<file path="config.mk">
export PLATFORM = sky130hd
export DESIGN_NAME = hst_home_calc
export DESIGN_NICKNAME = d
export VERILOG_FILES = /design/src/hw/rtl/hst_pkg.sv /design/src/hw/rtl/hst_home_calc.sv
export SDC_FILE = /design/constraint.sdc
export NUM_CORES = 1
export LEC_CHECK = 0
export BUFFER_PORTS_ARGS = -buffer_cell sky130_fd_sc_hd__buf_2
export CAP_MARGIN = 20
export CORE_MARGIN = 1.5
export CORE_UTILIZATION = 35
export CTS_BUF_LIST = sky130_fd_sc_hd__clkbuf_4 sky130_fd_sc_hd__clkbuf_8
export CTS_CLUSTER_SIZE = 10
export DETAILED_ROUTE_END_ITERATION = 12
export SETUP_SLACK_MARGIN = 0.1
export SLEW_MARGIN = 20
export SYNTH_ARGS = -nofsm -noshare
export SYNTH_HDL_FRONTEND = slang
export SYNTH_SLANG_ARGS = --single-unit
</file>
<file path="constraint.sdc">
create_clock -name clk -period 10.9 [get_ports clk]
set_clock_uncertainty 0.15 [all_clocks]
set_input_delay 1.09 -clock clk [delete_from_list [all_inputs] [get_ports clk]]
set_output_delay 1.09 -clock clk [all_outputs]
set_load 0.02 [all_outputs]
</file>
<file path="src/hw/rtl/hst_pkg.sv">
// shared constants, types and helper functions for the hashed symbol table
package hst_pkg;

  localparam int TABLE_ENTRIES = 256;
  localparam int NAME_CHARS    = 8;

  localparam int SLOT_W      = $clog2(TABLE_ENTRIES);
  localparam int IN_TDATA_W  = 120;
  localparam int OUT_TDATA_W = 64;

  localparam logic [SLOT_W-1:0] LAST_SLOT = SLOT_W'(TABLE_ENTRIES - 1);

  // home slot is hash mod (entries - 1), done by reciprocal multiply
  localparam logic [15:0] HOME_MOD   = 16'(TABLE_ENTRIES - 1);
  localparam logic [32:0] HOME_RECIP = 33'((64'd1 << 32) / (TABLE_ENTRIES - 1));

  localparam logic FUNC_LOOKUP = 1'b0;
  localparam logic FUNC_ADD    = 1'b1;

  typedef enum logic [1:0] {
    SC_FOUND    = 2'd0,
    SC_ABSENT   = 2'd1,
    SC_INSERTED = 2'd2,
    SC_OVERFLOW = 2'd3
  } status_t;

  typedef enum logic [1:0] {
    CS_IDLE,
    CS_HASH,
    CS_PROBE,
    CS_EMIT
  } ctrl_state_t;

  typedef struct packed {
    logic [15:0] value;
    logic [15:0] size;
    logic [7:0]  class_code;
    logic [7:0]  type_code;
    logic [63:0] name;
    logic [7:0]  ident;
  } slot_entry_t;

  typedef struct packed {
    logic              rd_en;
    logic [SLOT_W-1:0] rd_addr;
    logic              wr_en;
    logic [SLOT_W-1:0] wr_addr;
  } slot_req_t;

  typedef struct packed {
    logic              done;
    logic [SLOT_W-1:0] home;
  } home_res_t;

  typedef struct packed {
    logic [63:0] key;
    logic [15:0] hash;
  } key_hash_t;

  // name ends at first zero byte or after NAME_CHARS bytes
  function automatic key_hash_t name_key_hash(input logic [63:0] raw);
    key_hash_t  kh;
    logic       ended;
    logic [7:0] c;
    kh    = '0;
    ended = 1'b0;
    for (int k = 0; k < 8; k++) begin
      c = raw[8*k +: 8];
      if (k < NAME_CHARS && !ended && c != 8'd0) begin
        kh.key[8*k +: 8] = c;
        kh.hash          = {kh.hash[14:0], 1'b0} + 16'(c);
      end else begin
        ended = 1'b1;
      end
    end
    return kh;
  endfunction

  function automatic logic [7:0] slot_to_index(input logic [SLOT_W-1:0] s);
    logic [15:0] w;
    w = 16'(s);
    return w[7:0];
  endfunction

endpackage

</file>
<file path="src/hw/rtl/hst_home_calc.sv">
// name normalization, shift-and-add hash and home slot reduction pipeline
module hst_home_calc
  import hst_pkg::*;
(
  input  logic        clk,
  input  logic        rst,
  input  logic        start,
  input  logic [63:0] name_raw,
  output logic [63:0] key,
  output home_res_t   res
);

  key_hash_t   kh;
  logic [15:0] hash_r;
  logic [15:0] hash_d;
  logic [15:0] quot_r;
  logic [15:0] rem_r;
  logic [15:0] rem_fix;
  logic [48:0] recip_prod;
  logic [31:0] quot_mod;
  logic        v1;
  logic        v2;
  logic        v3;

  assign kh         = name_key_hash(name_raw);
  assign recip_prod = hash_r * HOME_RECIP;
  assign quot_mod   = quot_r * HOME_MOD;

  always_ff @(posedge clk) begin
    if (rst) begin
      v1 <= 1'b0;
      v2 <= 1'b0;
      v3 <= 1'b0;
    end else begin
      v1 <= start;
      v2 <= v1;
      v3 <= v2;
    end
  end

  always_ff @(posedge clk) begin
    if (start) begin
      key    <= kh.key;
      hash_r <= kh.hash;
    end
    // quotient estimate is exact or one short
    quot_r <= recip_prod[47:32];
    hash_d <= hash_r;
    rem_r  <= hash_d - quot_mod[15:0];
  end

  assign rem_fix  = (rem_r >= HOME_MOD) ? rem_r - HOME_MOD : rem_r;
  assign res.done = v3;
  assign res.home = rem_fix[SLOT_W-1:0];

endmodule

</file>
==> results.md <==
* Status: complete, no violations
* Synth Flop Type: edfxtp_1
* Critical setup path kind: input port to register
* Total CTS buffers at 17
* Setup Buffers After CTS at 0
* Least-Margin Pin Slew at 0.936 ns
* RSZ-0062 raised after global routing: false
* Vias in the first global route at 7941
* CTS Buffer Depth at 2
* # DRC at 0
* CTS Hold Bufs at 0
* Gpl congestion at roughly 0.85
* Number of synthesized flops with an enable pin at 80
* H-tree levels at 4
* Die ar. at 0.0320 sq mm
* Clock transition at the registers of the reported paths at 0.08 ns
* Cells after Synth at 1094
* Yosys warns at 0
* Crit end category: register
* Number of distinct library cells after synthesis at 81
* Initial antenna violation count at 1
* Fill count at roughly 3000
* Cell mode on critical path: ha_1
* Die Span Y at 179 um
* # rows at 64
* Port bufs at 139
* CTS Root Cell: clkbuf_8
* Grt ovf at 0
* Syn nets at about 1300
* Critical path arrival at 8.44 ns
* Initial DRT Pass Iterations at 5
* Worst Hold Depth at 0
* Final WL at between 20000 and 30000 um
* Max FO, Critical Path at 13
* Die X-Extent at approximately 180 um
* # placed instances at approximately 1600
* Max Slew Vio Count at 0
* Min cycle time layout at 8.40 ns
* First-pass GRT wire length at roughly 41000 um
* Worst slew margin at 0.376
* Core area at 0.0305 sq mm
* Vias per cell at 5.03
* Syn avg cell area at 9.89 sq um
* Area delta synth->final at 13.9%
* Pin count of the biggest net entering global routing at 71
* Register area share after synthesis at 0.303
* Fin nets at ~1500
* GR Util All Layers at 0.166
* DRT iter0 DRCs at slightly below 400
* Setup crit start kind: input port
* #FFs+latches synth at 124
* IO Count at 140
* # setup viols final at 0
* R2R depth at 22
* Critical path's largest stage delay at 0.46 ns
* CTS Sinks at 124
* Layout cell share with drive strength beyond 1 at 0.184
* Final Cycle Share at 0.771
* DRT antenna net count at 0
* Max_cap viols at 0
* Initial core utilization at 0.355
* Post-CTS sizing at 0
* Worst-Skew Late Latency at 0.47 ns
* Fraction of registers with async set/reset at 0
* Final Hold Vio Count at 0
* DR WL/cell at 15.8 um
* Req. time, crit path at approximately 11 ns
* Critical-path top delay cell: nor4_1
* Via Count at about 8200
* HP Class: register to register
* Cell Count, Final, Fillers Out at 1636
* Cell Area, Synth at around 0.011 sq mm
* F_max at 119 MHz
* Hpwl dp at approximately 21000 um
* TritonCTS clock tree: done
* Final TNS setup at 0 ns
[layer usage]
layer  global-route usage  vias up  wire (um)
met1                0.209     3904      11700
met3               0.0282       21        853
met4               0.0472        0        323
met5                    0        -          0
li1                     -     4170          -
met2                0.290      138      13000
[critical path: cells and delay by family]
family	cells	cell delay (ns)
buffers and inverters	2	0.17
AOI/OAI and AO/OA	12	2.20
adders and majority gates	7	2.18
xor gates and xnor gates	2	0.33
and+or+nand+nor	10	2.44
[stage by stage]
stage	util	worst slack [ns]	hold slack (ns)	instance area, sq um
2_1_floorplan	-	3.19	0.205	10800
3_3_place_gp	0.391	2.33	0.247	11900
3_5_place_dp	0.391	2.07	0.246	11900
4_1_cts	0.404	2.56	0.262	12300
5_1_grt	0.404	1.90	0.271	12300
6_report	0.404	2.50	0.261	12300
[flip-flops by register name, indices dropped and copies added (netlist names)]
signal / flops
key: 64
hash_d: 16
hash_r: 16
rem_r: 16
quot_r: 9
v1: 1
v2: 1
v3: 1
[cells by family (layout without fill, tap and decap cells)]
family          count (synthesis)  in the layout  share of synthesized area
mux                            21             21                     0.0213
buf+inv                       134            279                     0.0483
simple gates                  311            311                      0.157
xor+xnor                       74             74                     0.0599
fa+ha+maj                     182            182                      0.248
other cells                     0              1                          0
flops                         124            124                      0.303
compound gates                248            248                      0.162
[layout by cell type, fill, tap and decap left out, types with 13 or more instances in the layout]
| cell | netlist | routed |
|---|---|---|
| and2_1 | 36 | 36 |
| nor4_1 | 16 | 16 |
| and3_1 | 31 | 31 |
| xnor2_1 | 45 | 45 |
| ha_1 | 128 | 128 |
| nor3_1 | 18 | 18 |
| nand2_1 | 60 | 60 |
| a21o_1 | 27 | 27 |
| nor2_1 | 70 | 69 |
| edfxtp_1 | 80 | 80 |
| fa_1 | 54 | 54 |
| o21a_1 | 22 | 22 |
| buf_2 | 4 | 138 |
| nor2b_1 | 16 | 16 |
| xor2_1 | 29 | 29 |
| a21oi_1 | 58 | 58 |
| o21ai_0 | 38 | 38 |
| dfxtp_1 | 44 | 44 |
| inv_1 | 103 | 103 |
| nand3_1 | 17 | 17 |
| clkbuf_8 | 0 | 17 |
| mux2_2 | 13 | 13 |
[layout make-up]
type	instances	area [sq um]	share of cell area
Tap cell	396	495	0.0402
Sequential cell	124	3280	0.266
Clock buffer	17	234	0.0190
Inverter	103	387	0.0314
Multi-Input combinational cell	836	7020	0.569
Antenna cell	1	2.50	0.000203
Clock inverter	15	171	0.0139
Timing Repair Buffer	144	736	0.0597
[Yosys cell counts, drive strengths merged (4+ instances only)]
library cell / number / area (sq um)
a211o: 5 / 43.8
a211oi: 14 / 128
a21boi: 4 / 33.8
a21o: 27 / 203
a21oi: 61 / 317
a221oi: 5 / 67.6
a311oi: 4 / 41.3
a31oi: 6 / 52.6
and2: 36 / 225
and3: 31 / 194
and4: 5 / 43.8
buf: 7 / 46.3
clkbuf: 24 / 90.1
dfxtp: 44 / 881
edfxtp: 80 / 2400
fa: 54 / 1080
ha: 128 / 1600
inv: 103 / 387
mux2: 13 / 146
mux2i: 8 / 83.8
nand2: 60 / 225
nand2b: 7 / 43.8
nand3: 18 / 95.1
nor2: 72 / 275
nor2b: 16 / 100
nor3: 19 / 100
nor4: 20 / 150
o211ai: 7 / 62.6
o21a: 22 / 165
o21ai: 50 / 254
o21bai: 7 / 52.6
o22ai: 4 / 25.0
o31a: 5 / 43.8
o31ai: 5 / 42.5
or2: 6 / 40.0
or3: 6 / 37.5
or4: 6 / 48.8
xnor2: 45 / 394
xor2: 29 / 254
[worst paths after layout]
| path | slack, ns | startpoint | endpoint |
|---|---|---|---|
| worst max-delay path | 2.50 | name_raw[13] | hash_r[15] |
| worst min-delay path | 0.26 | hash_r[2] | hash_d[2] |
| worst max register to register | 5.85 | quot_r[1] | rem_r[14] |
| worst min register to register | 0.26 | hash_r[2] | hash_d[2] |
Power is left out: the tool's default activity adds up to more than one toggle a clock period on the data nets, which glitch-free logic cannot reach.
